`config.mk`:
```
export PLATFORM = sky130hd
export DESIGN_NAME = quoted_delimiter_tokenizer
export DESIGN_NICKNAME = d
export VERILOG_FILES = /design/src/qdt_pkg.sv /design/src/qdt_front.sv /design/src/qdt_opq.sv /design/src/qdt_back.sv /design/src/quoted_delimiter_tokenizer.sv
export SDC_FILE = /design/constraint.sdc
export NUM_CORES = 1
export LEC_CHECK = 0
export ABC_AREA = 1
export BUFFER_PORTS_ARGS = -buffer_cell sky130_fd_sc_hd__buf_2
export CORE_ASPECT_RATIO = 1.5
export CORE_MARGIN = 1.5
export CORE_UTILIZATION = 45
export CTS_CLUSTER_DIAMETER = 80
export DETAILED_ROUTE_END_ITERATION = 10
export PLACE_DENSITY = 0.7
export SETUP_SLACK_MARGIN = 0.4
export SYNTH_ARGS = -nofsm -noshare
export SYNTH_HDL_FRONTEND = slang
export SYNTH_SLANG_ARGS = --single-unit
```
`constraint.sdc`:
```
create_clock -name aclk -period 6.2 [get_ports aclk]
set_clock_uncertainty 0.15 [all_clocks]
set_input_delay 0.62 -clock aclk [delete_from_list [all_inputs] [get_ports aclk]]
set_output_delay 0.62 -clock aclk [all_outputs]
set_load 0.01 [all_outputs]
```
`src/qdt_pkg.sv`:
```
`timescale 1ns / 1ps
// ----------------------------------------------------------------------------
// qdt_pkg
// Shared types, constants and helpers of the quoted delimiter tokenizer.
// ----------------------------------------------------------------------------
package qdt_pkg;

    localparam int DELIM_LANES   = 4;   // byte lanes of the delimiter register
    localparam int MAX_DELIM_DEF = 4;
    localparam int OPQ_DEPTH     = 4;

    localparam logic [7:0]  QUOTE_CHAR      = 8'h22;
    localparam logic [31:0] DELIM_BYTES_RST = 32'h0000_0020;
    localparam logic [2:0]  DELIM_LEN_RST   = 3'd1;
    localparam logic [15:0] COUNT_MAX       = 16'h7FFF;

    typedef enum logic {
        CFG_DELIM_BYTES = 1'b0,
        CFG_DELIM_LEN   = 1'b1
    } cfg_idx_t;

    typedef enum logic [1:0] {
        OP_CONTENT,
        OP_DELIM,
        OP_ITEM_END,
        OP_END
    } op_kind_t;

    typedef struct packed {
        op_kind_t   kind;
        logic [7:0] data;
    } op_t;

    typedef struct packed {
        logic [7:0]         out_byte;
        logic               byte_valid;
        logic               token_end;
        logic               discard;
        logic               status_valid;
        logic signed [15:0] count;
    } result_t;

    typedef enum logic [1:0] {
        FR_IDLE,
        FR_SCAN,
        FR_FLUSH
    } front_state_t;

    typedef enum logic {
        BK_RUN,
        BK_REPLAY
    } back_state_t;

    function automatic result_t content_result(input logic [7:0] b);
        result_t r;
        r            = '0;
        r.out_byte   = b;
        r.byte_valid = 1'b1;
        return r;
    endfunction

endpackage

```
`src/qdt_front.sv`:
```
`timescale 1ns / 1ps
// ----------------------------------------------------------------------------
// qdt_front
// Accepts string bytes, runs the delimiter matcher over the held bytes and
// issues content, delimiter and end operations to the op queue.
// ----------------------------------------------------------------------------
module qdt_front import qdt_pkg::*; #(
    parameter int MAX_DELIM = MAX_DELIM_DEF,
    localparam int LMAX = (MAX_DELIM < DELIM_LANES) ? MAX_DELIM : DELIM_LANES,
    localparam int NW   = $clog2(LMAX + 1)
) (
    input  logic          aclk,
    input  logic          aresetn,
    input  logic          s_valid,
    output logic          s_ready,
    input  logic [7:0]    s_data_byte,
    input  logic          s_byte_present,
    input  logic          s_end_of_string,
    input  logic [31:0]   delim_bytes,
    input  logic [NW-1:0] delim_len,
    output logic          op_valid,
    input  logic          op_ready,
    output op_t           op_data
);

    front_state_t  state_reg, state_next;
    logic [7:0]    p_reg [LMAX];
    logic [7:0]    p_next [LMAX];
    logic [7:0]    p_sh1 [LMAX];
    logic [7:0]    p_shl [LMAX];
    logic [NW-1:0] n_reg, n_next;
    logic          eos_reg;
    logic [NW-1:0] m;
    logic          eq, partial, full;
    logic          sh_one, sh_len, finish, go_flush;
    logic          push, finish_now, accept;

    // prefix compare against the delimiter
    always_comb begin
        m  = (n_reg < delim_len) ? n_reg : delim_len;
        eq = 1'b1;
        for (int i = 0; i < LMAX; i++) begin
            if (i < int'(m) && p_reg[i] != delim_bytes[8*i +: 8]) eq = 1'b0;
        end
        partial = eq && (n_reg < delim_len);
        full    = eq && !partial;
    end

    always_comb begin
        for (int i = 0; i < LMAX; i++) begin
            p_sh1[i] = (i + 1 < LMAX) ? p_reg[(i + 1) % LMAX] : p_reg[i];
            p_shl[i] = p_reg[i];
            for (int j = 0; j < LMAX; j++) begin
                if (j - i == int'(delim_len)) p_shl[i] = p_reg[j];
            end
        end
    end

    // outputs
    always_comb begin
        op_valid = 1'b0;
        op_data  = '0;
        sh_one   = 1'b0;
        sh_len   = 1'b0;
        finish   = 1'b0;
        go_flush = 1'b0;
        unique case (state_reg)
            FR_IDLE: begin
            end
            FR_SCAN: begin
                op_valid = 1'b1;
                if (n_reg != '0 && !partial) begin
                    if (full) begin
                        op_data.kind = OP_DELIM;
                        sh_len       = 1'b1;
                    end else begin
                        op_data.kind = OP_CONTENT;
                        op_data.data = p_reg[0];
                        sh_one       = 1'b1;
                    end
                end else if (eos_reg) begin
                    go_flush = 1'b1;
                    if (n_reg != '0) begin
                        op_data.kind = OP_CONTENT;
                        op_data.data = p_reg[0];
                        sh_one       = 1'b1;
                    end else begin
                        op_data.kind = OP_END;
                        finish       = 1'b1;
                    end
                end else begin
                    op_data.kind = OP_ITEM_END;
                    finish       = 1'b1;
                end
            end
            FR_FLUSH: begin
                op_valid = 1'b1;
                if (n_reg != '0) begin
                    op_data.kind = OP_CONTENT;
                    op_data.data = p_reg[0];
                    sh_one       = 1'b1;
                end else begin
                    op_data.kind = OP_END;
                    finish       = 1'b1;
                end
            end
            default: begin
            end
        endcase
    end

    assign push       = op_valid && op_ready;
    assign finish_now = push && finish;
    assign s_ready    = (state_reg == FR_IDLE) || finish_now;
    assign accept     = s_valid && s_ready;

    // next state
    always_comb begin
        state_next = state_reg;
        unique case (state_reg)
            FR_IDLE: begin
                if (accept) state_next = FR_SCAN;
            end
            FR_SCAN: begin
                if (finish_now) state_next = accept ? FR_SCAN : FR_IDLE;
                else if (push && go_flush) state_next = FR_FLUSH;
            end
            FR_FLUSH: begin
                if (finish_now) state_next = accept ? FR_SCAN : FR_IDLE;
            end
            default: state_next = FR_IDLE;
        endcase
    end

    // held bytes; a finishing op never shifts, so a load can share its cycle
    always_comb begin
        p_next = p_reg;
        n_next = n_reg;
        if (push && sh_one) begin
            p_next = p_sh1;
            n_next = n_reg - NW'(1);
        end else if (push && sh_len) begin
            p_next = p_shl;
            n_next = n_reg - delim_len;
        end
        if (accept && s_byte_present) begin
            for (int i = 0; i < LMAX; i++) begin
                if (int'(n_reg) == i) p_next[i] = s_data_byte;
            end
            n_next = n_reg + NW'(1);
        end
    end

    always_ff @(posedge aclk) begin
        if (!aresetn) begin
            state_reg <= FR_IDLE;
            n_reg     <= '0;
            eos_reg   <= 1'b0;
        end else begin
            state_reg <= state_next;
            n_reg     <= n_next;
            if (accept) eos_reg <= s_end_of_string;
        end
    end

    always_ff @(posedge aclk) begin
        p_reg <= p_next;
    end

endmodule

```
`src/qdt_opq.sv`:
```
`timescale 1ns / 1ps
// ----------------------------------------------------------------------------
// qdt_opq
// Small FIFO of operations between the matcher and the token engine.
// ----------------------------------------------------------------------------
module qdt_opq import qdt_pkg::*; (
    input  logic aclk,
    input  logic aresetn,
    input  logic in_valid,
    output logic in_ready,
    input  op_t  in_data,
    output logic out_valid,
    input  logic out_ready,
    output op_t  out_data
);

    localparam int PW = $clog2(OPQ_DEPTH);
    localparam int CW = $clog2(OPQ_DEPTH + 1);

    op_t           mem [OPQ_DEPTH];
    logic [PW-1:0] wr_ptr_reg, rd_ptr_reg;
    logic [CW-1:0] count_reg;
    logic          wr, rd;

    assign in_ready  = count_reg != CW'(OPQ_DEPTH);
    assign out_valid = count_reg != '0;
    assign out_data  = mem[rd_ptr_reg];
    assign wr        = in_valid && in_ready;
    assign rd        = out_valid && out_ready;

    always_ff @(posedge aclk) begin
        if (!aresetn) begin
            wr_ptr_reg <= '0;
            rd_ptr_reg <= '0;
            count_reg  <= '0;
        end else begin
            if (wr) wr_ptr_reg <= wr_ptr_reg + PW'(1);
            if (rd) rd_ptr_reg <= rd_ptr_reg + PW'(1);
            if (wr && !rd) count_reg <= count_reg + CW'(1);
            else if (rd && !wr) count_reg <= count_reg - CW'(1);
        end
    end

    always_ff @(posedge aclk) begin
        if (wr) mem[wr_ptr_reg] <= in_data;
    end

endmodule

```
`src/qdt_back.sv`:
```
`timescale 1ns / 1ps
// ----------------------------------------------------------------------------
// qdt_back
// Token engine: tracks segment, quote and count state, expands operations
// into results and marks the last result of each transaction.
// ----------------------------------------------------------------------------
module qdt_back import qdt_pkg::*; #(
    parameter int MAX_DELIM = MAX_DELIM_DEF,
    localparam int LMAX = (MAX_DELIM < DELIM_LANES) ? MAX_DELIM : DELIM_LANES,
    localparam int NW   = $clog2(LMAX + 1),
    localparam int IW   = (LMAX > 1) ? $clog2(LMAX) : 1
) (
    input  logic               aclk,
    input  logic               aresetn,
    input  logic               op_valid,
    output logic               op_ready,
    input  op_t                op_data,
    input  logic [31:0]        delim_bytes,
    input  logic [NW-1:0]      delim_len,
    output logic               m_valid,
    input  logic               m_ready,
    output logic [7:0]         m_out_byte,
    output logic               m_out_byte_valid,
    output logic               m_token_end,
    output logic               m_token_discard,
    output logic               m_status_valid,
    output logic signed [15:0] m_result_count,
    output logic               m_last
);

    back_state_t state_reg, state_next;
    logic [IW-1:0] idx_reg, idx_next;

    logic        seg_ne_reg, seg_ne_next;
    logic        tok_ne_reg, tok_ne_next;
    logic        first_q_reg, first_q_next;
    logic [7:0]  prev_reg, prev_next;
    logic        quote_open_reg, quote_open_next;
    logic [15:0] count_reg, count_next, count_inc;

    result_t     gen;
    logic        gen_valid, gen_last, step_active, item_end;
    logic        delim_close, enter_replay, is_content, is_delim, is_end;
    logic [7:0]  replay_byte, content_byte;
    logic        needs_pend, fire, out_free, release_pend;

    result_t     pend_reg, out_reg;
    logic        pend_valid_reg, pend_last_reg;
    logic        m_valid_reg, out_last_reg;

    assign count_inc    = (count_reg < COUNT_MAX) ? count_reg + 16'd1 : count_reg;
    assign replay_byte  = delim_bytes[{idx_reg, 3'b000} +: 8];
    assign content_byte = (state_reg == BK_REPLAY) ? replay_byte : op_data.data;

    // outputs
    always_comb begin
        gen          = '0;
        gen_valid    = 1'b0;
        gen_last     = 1'b0;
        step_active  = 1'b0;
        item_end     = 1'b0;
        delim_close  = 1'b0;
        enter_replay = 1'b0;
        is_content   = 1'b0;
        is_delim     = 1'b0;
        is_end       = 1'b0;
        unique case (state_reg)
            BK_RUN: begin
                if (op_valid) begin
                    step_active = 1'b1;
                    unique case (op_data.kind)
                        OP_CONTENT: begin
                            is_content = 1'b1;
                            gen        = content_result(content_byte);
                            gen_valid  = 1'b1;
                        end
                        OP_DELIM: begin
                            is_delim = 1'b1;
                            // a finished segment closes unless it is an unterminated quote
                            if (seg_ne_reg && (!first_q_reg || prev_reg == QUOTE_CHAR)) begin
                                gen.token_end = 1'b1;
                                gen_valid     = 1'b1;
                                delim_close   = 1'b1;
                            end else if (quote_open_reg || seg_ne_reg) begin
                                enter_replay = 1'b1;
                            end
                        end
                        OP_ITEM_END: begin
                            item_end = 1'b1;
                        end
                        OP_END: begin
                            is_end           = 1'b1;
                            gen_valid        = 1'b1;
                            gen_last         = 1'b1;
                            gen.status_valid = 1'b1;
                            if (seg_ne_reg) begin
                                gen.token_end = 1'b1;
                                gen.count     = $signed(count_inc);
                            end else if (tok_ne_reg) begin
                                gen.discard = 1'b1;
                                gen.count   = $signed(count_reg);
                            end else begin
                                gen.token_end = 1'b1;
                                gen.count     = 16'sd1 - $signed(count_reg);
                            end
                        end
                        default: begin
                        end
                    endcase
                end
            end
            BK_REPLAY: begin
                step_active = 1'b1;
                is_content  = 1'b1;
                gen         = content_result(content_byte);
                gen_valid   = 1'b1;
            end
            default: begin
            end
        endcase
    end

    // a new result or an item boundary needs the holding slot to move on
    assign out_free     = !m_valid_reg || m_ready;
    assign needs_pend   = gen_valid || item_end;
    assign fire         = step_active && (!needs_pend || !pend_valid_reg || out_free);
    assign op_ready     = fire && (state_reg == BK_RUN);
    assign release_pend = pend_valid_reg && out_free && (pend_last_reg || (fire && needs_pend));

    // next state
    always_comb begin
        state_next = state_reg;
        idx_next   = idx_reg;
        unique case (state_reg)
            BK_RUN: begin
                if (fire && enter_replay) begin
                    state_next = BK_REPLAY;
                    idx_next   = '0;
                end
            end
            BK_REPLAY: begin
                if (fire) begin
                    if (int'(idx_reg) == int'(delim_len) - 1) state_next = BK_RUN;
                    else idx_next = idx_reg + IW'(1);
                end
            end
            default: state_next = BK_RUN;
        endcase
    end

    // token state
    always_comb begin
        seg_ne_next     = seg_ne_reg;
        tok_ne_next     = tok_ne_reg;
        first_q_next    = first_q_reg;
        prev_next       = prev_reg;
        quote_open_next = quote_open_reg;
        count_next      = count_reg;
        if (fire) begin
            if (is_content) begin
                if (!tok_ne_reg) first_q_next = (content_byte == QUOTE_CHAR);
                tok_ne_next = 1'b1;
                prev_next   = content_byte;
                if (state_reg == BK_RUN) seg_ne_next = 1'b1;
            end else if (delim_close) begin
                seg_ne_next     = 1'b0;
                tok_ne_next     = 1'b0;
                first_q_next    = 1'b0;
                prev_next       = '0;
                quote_open_next = 1'b0;
                count_next      = count_inc;
            end else if (is_delim) begin
                seg_ne_next     = 1'b0;
                quote_open_next = quote_open_reg || seg_ne_reg;
            end else if (is_end) begin
                seg_ne_next     = 1'b0;
                tok_ne_next     = 1'b0;
                first_q_next    = 1'b0;
                prev_next       = '0;
                quote_open_next = 1'b0;
                count_next      = '0;
            end
        end
    end

    always_ff @(posedge aclk) begin
        if (!aresetn) begin
            state_reg      <= BK_RUN;
            idx_reg        <= '0;
            seg_ne_reg     <= 1'b0;
            tok_ne_reg     <= 1'b0;
            first_q_reg    <= 1'b0;
            prev_reg       <= '0;
            quote_open_reg <= 1'b0;
            count_reg      <= '0;
            pend_valid_reg <= 1'b0;
            pend_last_reg  <= 1'b0;
            m_valid_reg    <= 1'b0;
        end else begin
            state_reg      <= state_next;
            idx_reg        <= idx_next;
            seg_ne_reg     <= seg_ne_next;
            tok_ne_reg     <= tok_ne_next;
            first_q_reg    <= first_q_next;
            prev_reg       <= prev_next;
            quote_open_reg <= quote_open_next;
            count_reg      <= count_next;
            if (fire && gen_valid) begin
                pend_valid_reg <= 1'b1;
                pend_last_reg  <= gen_last;
            end else if (release_pend) begin
                pend_valid_reg <= 1'b0;
                pend_last_reg  <= 1'b0;
            end
            if (release_pend) m_valid_reg <= 1'b1;
            else if (m_ready) m_valid_reg <= 1'b0;
        end
    end

    always_ff @(posedge aclk) begin
        if (fire && gen_valid) pend_reg <= gen;
        if (release_pend) begin
            out_reg      <= pend_reg;
            out_last_reg <= pend_last_reg || (fire && item_end);
        end
    end

    assign m_valid          = m_valid_reg;
    assign m_out_byte       = out_reg.out_byte;
    assign m_out_byte_valid = out_reg.byte_valid;
    assign m_token_end      = out_reg.token_end;
    assign m_token_discard  = out_reg.discard;
    assign m_status_valid   = out_reg.status_valid;
    assign m_result_count   = out_reg.count;
    assign m_last           = out_last_reg;

endmodule

```
`src/quoted_delimiter_tokenizer.sv`:
```
`timescale 1ns / 1ps
// Results pass the held bytes, op queue, holding slot and output register in order.
// The op queue drains one operation per cycle unless a replay or output stall holds it;
// a byte giving one result needs a content op and an item-end op; a delimiter in an open
// quoted token replays delimiter_length bytes. End of string adds one op per held byte.
// Reset (synchronous, aresetn low): string state, queue and outputs cleared;
// delimiter_bytes = 0x20, delimiter_length = 1.
// ----------------------------------------------------------------------------
// quoted_delimiter_tokenizer
// Splits a byte stream on a multi-byte delimiter, honoring quoted tokens.
// ----------------------------------------------------------------------------
module quoted_delimiter_tokenizer import qdt_pkg::*; #(
    parameter int MAX_DELIM = MAX_DELIM_DEF
) (
    input  logic               aclk,
    input  logic               aresetn,
    input  logic               cfg_wr_en,
    input  logic [0:0]         cfg_index,
    input  logic [31:0]        cfg_wdata,
    input  logic               s_valid,
    output logic               s_ready,
    input  logic [7:0]         s_data_byte,
    input  logic               s_byte_present,
    input  logic               s_end_of_string,
    output logic               m_valid,
    input  logic               m_ready,
    output logic [7:0]         m_out_byte,
    output logic               m_out_byte_valid,
    output logic               m_token_end,
    output logic               m_token_discard,
    output logic               m_status_valid,
    output logic signed [15:0] m_result_count,
    output logic               m_last
);

    localparam int LMAX = (MAX_DELIM < DELIM_LANES) ? MAX_DELIM : DELIM_LANES;
    localparam int NW   = $clog2(LMAX + 1);

    logic [31:0]   delim_bytes_reg;
    logic [2:0]    delim_len_reg;
    logic [NW-1:0] delim_len_eff;

    logic fq_valid, fq_ready, bq_valid, bq_ready;
    op_t  fq_data, bq_data;

    always_ff @(posedge aclk) begin
        if (!aresetn) begin
            delim_bytes_reg <= DELIM_BYTES_RST;
            delim_len_reg   <= DELIM_LEN_RST;
        end else if (cfg_wr_en) begin
            unique case (cfg_idx_t'(cfg_index))
                CFG_DELIM_BYTES: delim_bytes_reg <= cfg_wdata;
                CFG_DELIM_LEN:   delim_len_reg   <= cfg_wdata[2:0];
                default: begin
                end
            endcase
        end
    end

    // zero acts as one, anything past the supported length is clamped
    always_comb begin
        if (delim_len_reg == 3'd0) delim_len_eff = NW'(1);
        else if (int'(delim_len_reg) > LMAX) delim_len_eff = NW'(LMAX);
        else delim_len_eff = NW'(delim_len_reg);
    end

    qdt_front #(.MAX_DELIM(MAX_DELIM)) u_front (
        .aclk            (aclk),
        .aresetn         (aresetn),
        .s_valid         (s_valid),
        .s_ready         (s_ready),
        .s_data_byte     (s_data_byte),
        .s_byte_present  (s_byte_present),
        .s_end_of_string (s_end_of_string),
        .delim_bytes     (delim_bytes_reg),
        .delim_len       (delim_len_eff),
        .op_valid        (fq_valid),
        .op_ready        (fq_ready),
        .op_data         (fq_data)
    );

    qdt_opq u_opq (
        .aclk      (aclk),
        .aresetn   (aresetn),
        .in_valid  (fq_valid),
        .in_ready  (fq_ready),
        .in_data   (fq_data),
        .out_valid (bq_valid),
        .out_ready (bq_ready),
        .out_data  (bq_data)
    );

    qdt_back #(.MAX_DELIM(MAX_DELIM)) u_back (
        .aclk             (aclk),
        .aresetn          (aresetn),
        .op_valid         (bq_valid),
        .op_ready         (bq_ready),
        .op_data          (bq_data),
        .delim_bytes      (delim_bytes_reg),
        .delim_len        (delim_len_eff),
        .m_valid          (m_valid),
        .m_ready          (m_ready),
        .m_out_byte       (m_out_byte),
        .m_out_byte_valid (m_out_byte_valid),
        .m_token_end      (m_token_end),
        .m_token_discard  (m_token_discard),
        .m_status_valid   (m_status_valid),
        .m_result_count   (m_result_count),
        .m_last           (m_last)
    );

endmodule

```
# After elaboration in Yosys (flattened, before gate mapping)
# Memories as Yosys holds them, arrays and structs flattened. A register that Yosys moved wholly into a read port is not among the register bits.
# Cells that the tools add are included.
# W data, S select, Z words.
[word_totals]
reg_bits = 171
ramBits = 40
input_bits = 48
output_inout_bits = 31
word_cells = 285
n_memories = 1
[mem_list]
columns = ["name", "words", "word_bits", "rd", "rd_clocked_by_memory_dff", "write_ports", "line", "source"]
rows = [
  ["u_opq.mem", 4, 10, 1, 1, 1, "qdt_opq.sv:20", "op_t mem [OPQ_DEPTH];"],
]
[op_classes]
add_sub_neg = 11
magnitude_cmp = 7
eq_ne = 29
n_shift = 1
mux = 130
bitwise = 3
n_reduce_logical = 67
[op_table]
columns = ["op", "n"]
rows = [
  ["$mux W8", 18],
  ["$mux W16", 6],
  ["$mux W32", 3],
  ["$mux W1", 68],
  ["$pmux W28 S2", 1],
  ["$eq A3 B32 Y1", 1],
  ["$ne A8 B8 Y1", 4],
  ["$shiftx A32 B6 Y8", 1],
  ["$mux W28", 1],
  ["$logic_and A1 B1 Y1", 26],
  ["$mux W3", 8],
  ["$mux W2", 11],
  ["$pmux W10 S2", 1],
  ["$mux W18", 1],
  ["$add A16 B1 Y16 const B", 1],
  ["$eq A8 B6 Y1 const B", 2],
  ["$lt A16 B15 Y1 const B", 1],
  ["$pmux W1 S2", 8],
  ["$sub A2 B16 Y16 const A", 1],
  ["$reduce_and A3 Y1", 5],
  ["$reduce_bool A3 Y1", 5],
  ["$mux W10", 1],
  ["$ne A2 B2 Y1 const B", 5],
  ["$logic_or A1 B1 Y1", 9],
  ["other kinds (30)", 60],
]

# Logic depth before layout (Yosys ltp)
[logic_depth]
depth_word = 22
mapped_depth = 24
ltp_nobuf = 23

# By module
# A second synthesis with hierarchy kept.
[hier_totals]
hier_cells = 1572
area_unflattened_um2 = 12037.8
[by_module_without_submodules]
columns = ["mod", "instances", "cells_each", "area_each_um2", "seq_area_each_um2"]
rows = [
  ["qdt_back", 1, 614, 4944.7, 2392.3],
  ["qdt_front", 1, 567, 3550.9, 840.8],
  ["qdt_opq", 1, 165, 1989.4, 1381.3],
  ["quoted_delimiter_tokenizer", 1, 226, 1552.7, 700.7],
]

# Worst setup path after synthesis
# OpenSTA, ideal clock, no wires.
[synth_timing]
kind = "reg2reg"
startpoint = "register with a tool-made name"
endpoint = "register u_opq.count_reg[1]"
setup_ns = 0.120
t_arrival_ns = 3.012
required_time_ns = 5.930
setup_slack_ns = 2.917
path_stages_with_launch = 20
path_buffers = 1
period_less_slack_ns = 3.283
cell_sequence = "dfxtp_1 > inv_1 > clkbuf_1 > nand2_1 > a32oi_1 > inv_1 > ha_1 > nand2_1 > nand2_1 > nand2_1 > o211ai_1 > nand2_1 > nand2_2 > nor2_1 > inv_1 > ha_1 > inv_1 > fa_1 > o21ai_0 > a21oi_1"
[synth_lines]
columns = ["element", "line", "source"]
rows = [
  ["to (signal assigned)", "qdt_opq.sv:39", "if (wr && !rd) count_reg <= count_reg + CW'(1);"],
  ["to (signal assigned)", "qdt_opq.sv:40", "else if (rd && !wr) count_reg <= count_reg - CW'(1);"],
  ["to (decl)", "qdt_opq.sv:22", "logic [CW-1:0] count_reg;"],
]

==> metrics.yaml <==
status:
  status: "finished clean"
clock_network:
  tritoncts: "yes"
  clockRootBuffer: "clkbuf_16"
  cts_resized: 0
  hold_buffers: 0
  clk_path_buf_depth: 3
  clock_sinks: 213
  insertion_delay_ns: 0.50
  h-tree-depth: 1
  clk_pin_slew_worst_paths_ns: 0.06
  cts-buffers-inserted: 22
  post_cts_buffers: 0
power:
  seqPwrFrac: 0.395
  vdd_drop_max_uv: 280
  combPwrFrac: 0.350
  internal-power_mw: 3.32
  p_clk_frac: 0.255
  leakage_nw: 5.03
  powerDensity_nw_per_um2: 431
  switching_share: 0.381
  power.switching_mw: 2.04
final_layout:
  nets: 1496
  fillers: 2373
  fin_util: 0.511
  largest_reg_flops: 40
  area.growth.synth_to_final_pct: 11.6
  layout-drive-gt1-share: 0.118
  antenna_cells: 0
floorplanning:
  die_h_um: 196
  core_area_um2: 24300
  io_pins: 79
  die_width_um: 132
  fp-row-count: 70
  dieArea_um2: 25700
  start_util: 0.458
detailed_routing:
  via_count: 9172
  drcViolationCount: 0
  drt_iter0_drc: 662
  drt-total-wl_um: 26800
  first_pass_iters: 8
  ant_nets: 0
  vias_per_cell: 5.22
  avgRoutedWirePerCell_um: 15.3
timing:
  period_share: 0.700
  rsz0062_at_grt: "no"
  tightest_slew_ns: 1.13
  clock.fmax_mhz: 230
  finalCriticalPeriod_ns: 4.34
  whs_ns: 0.171
  setup_viol_count_final: 0
  fin_setup_tns_ns: 0
  slew-limit-headroom: 0.243
  slew_violations: 0
  setup_ws_ns: 1.86
  final_hold_viol_count: 0
setup_path:
  worstPathRequired_ns: 6.17
  cp_data_arrival_time_ns: 4.31
  endpoint_kind: "flop"
  cp-start-kind: "flop"
  path_max_fanout: 28
  path_class: "reg -> reg"
global_routing:
  antenna_found_initial: 0
  grt_usage: 0.205
  grt_max_degree: 51
  grt_pass1_vias: 8681
  grt-ovfl-total: 0
  grt_pass1_wl_um: 42900
logic_synthesis:
  synth-edff-count: 105
  syn_nets: 1448
  synth-seq-cells: 213
  synth_area_per_cell_um2: 8.15
  syn_area_um2: 11100
  netlist_instances: 1368
  synth_warnings: 0
  synth.yosys.seq_area_share: 0.477
  yosysUniqueCellTypes: 52
  synth-async-reset-ratio: 0
  synth_ff_type: "dfxtp_1"
place:
  pre_cts_ws_ns: 1.89
  io_buffers: 78
  hpwl_um: 20100
  gp_congestion: 0.890
run:
  cap_violations: 0
worst_hold_path:
  hold_start: "s_data_byte[4]"
  hp-class: "in -> reg"
==> final timing paths <==
kind | cells past startpoint | end | slack, ns
hold / removal | 3 | u_front.p_reg[12] | 0.17
setup / recovery | 14 | u_back.pend_reg[19] | 1.86
hold reg to reg | 0 | u_back.m_result_count[11] | 0.27
setup reg to reg | 14 | u_back.pend_reg[19] | 1.86
==> logic make-up (layout without fill, tap and decap cells) <==
group,after synthesis,count (layout),share of synthesized area
fa+ha+maj,32,32,0.0373
simple gates,561,561,0.220
mux,3,3,0.00269
flops,213,213,0.477
compound gates,317,317,0.159
xor+xnor,38,38,0.0299
buf+inv,204,268,0.0745
==> layout by cell type, fill, tap and decap left out, drive strengths merged <==
master and instances:
clkbuf 26, o21a 1, nand3 44, clkinvlp 4, nor3 18, dfxtp 108, fa 2, o221a 1
bufinv 3, a21oi 91, a211oi 12, o211ai 14, nand3b 2, o21bai 1, o22ai 14, or2 5
o221ai 2, clkinv 10, xor2 15, mux2i 3, a221oi 1, nand2 305, nor2 158, ha 30
a31o 1, nor4 4, o21ai 172, a32oi 2, edfxtp 105, nor3b 2, a21boi 2, inv 143
nand4 22, buf 82, nor4b 1, a311oi 2, xnor2 23, a31oi 1
==> synthesized netlist by cell type (4+ instances only) <==
cell	instances	area share
inv_1	136	0.046
clkbuf_1	37	0.012
inv_2	5	0.0017
nand2_4	4	0.0040
a21oi_1	88	0.040
nand2_1	290	0.098
or2_2	5	0.0028
buf_6	6	0.0061
nand2_2	11	0.0062
dfxtp_1	108	0.19
edfxtp_1	105	0.28
buf_2	10	0.0045
o21ai_2	8	0.0063
nand3_1	36	0.016
xor2_1	15	0.012
nand4_1	21	0.012
xnor2_1	23	0.018
nor4_1	4	0.0022
nor2_1	157	0.053
nor3_1	18	0.0081
o22ai_1	14	0.0079
ha_1	30	0.034
o211ai_1	14	0.0094
nand3_4	5	0.0079
o21ai_1	12	0.0054
o21ai_0	151	0.068
a211oi_1	12	0.0081
buf_1	5	0.0017
==> per-layer routing <==
| metal | up-vias | global-route usage | wire length [um] |
|---|---|---|---|
| met2 | 254 | 0.395 | 14300 |
| met5 | - | 0 | 0 |
| met4 | 0 | 0.0934 | 1120 |
| met1 | 4197 | 0.223 | 10100 |
| li1 | 4660 | - | - |
| met3 | 61 | 0.0238 | 1270 |
==> worst max-delay path: stages (launching register included) <==
cell	delay [ns]
dfxtp_1	0.52
inv_1	0.49
nand2_1	0.11
a32oi_1	0.38
inv_1	0.13
ha_1	0.23
nand2_1	0.09
nand2_1	0.06
nand2_1	0.07
o211ai_1	0.11
nand2_1	0.17
nand2_2	0.11
inv_2	0.36
nand2_1	0.18
inv_1	0.79
==> through the flow <==
| stage | instances | cell area (um2) | power [mW] |
|---|---|---|---|
| finish | 1756 | 12400 | 5.36 |
| floorplan | 1368 | 11100 | 3.54 |
| detailed placement | 1716 | 11700 | 4.01 |
| global route | 1756 | 12400 | 5.72 |
| global placement | 1716 | 11700 | 3.94 |
| CTS | 1756 | 12400 | 5.38 |
==> area by class of cell <==
class | instances | area [um2] | share of cell area
clock inverters | 14 | 150 | 0.0121
multi-input cells | 951 | 5000 | 0.402
flip-flops and latches | 213 | 5320 | 0.427
well taps | 324 | 405 | 0.0326
clock buffers | 26 | 597 | 0.0480
repair buffers | 82 | 420 | 0.0338
inverters | 146 | 556 | 0.0446
==> power groups by stage <==
stage          clock [mW]  sequential (mW)  combinational (mW)
4_1_cts              1.39             2.12                1.88
3_5_place_dp            0             2.15                1.86
5_1_grt              1.45             2.16                2.12
6_report             1.37             2.12                1.88
3_3_place_gp            0             2.13                1.81
2_1_floorplan           0             2.07                1.47
Note: power is estimated with default switching activity, not from simulation.
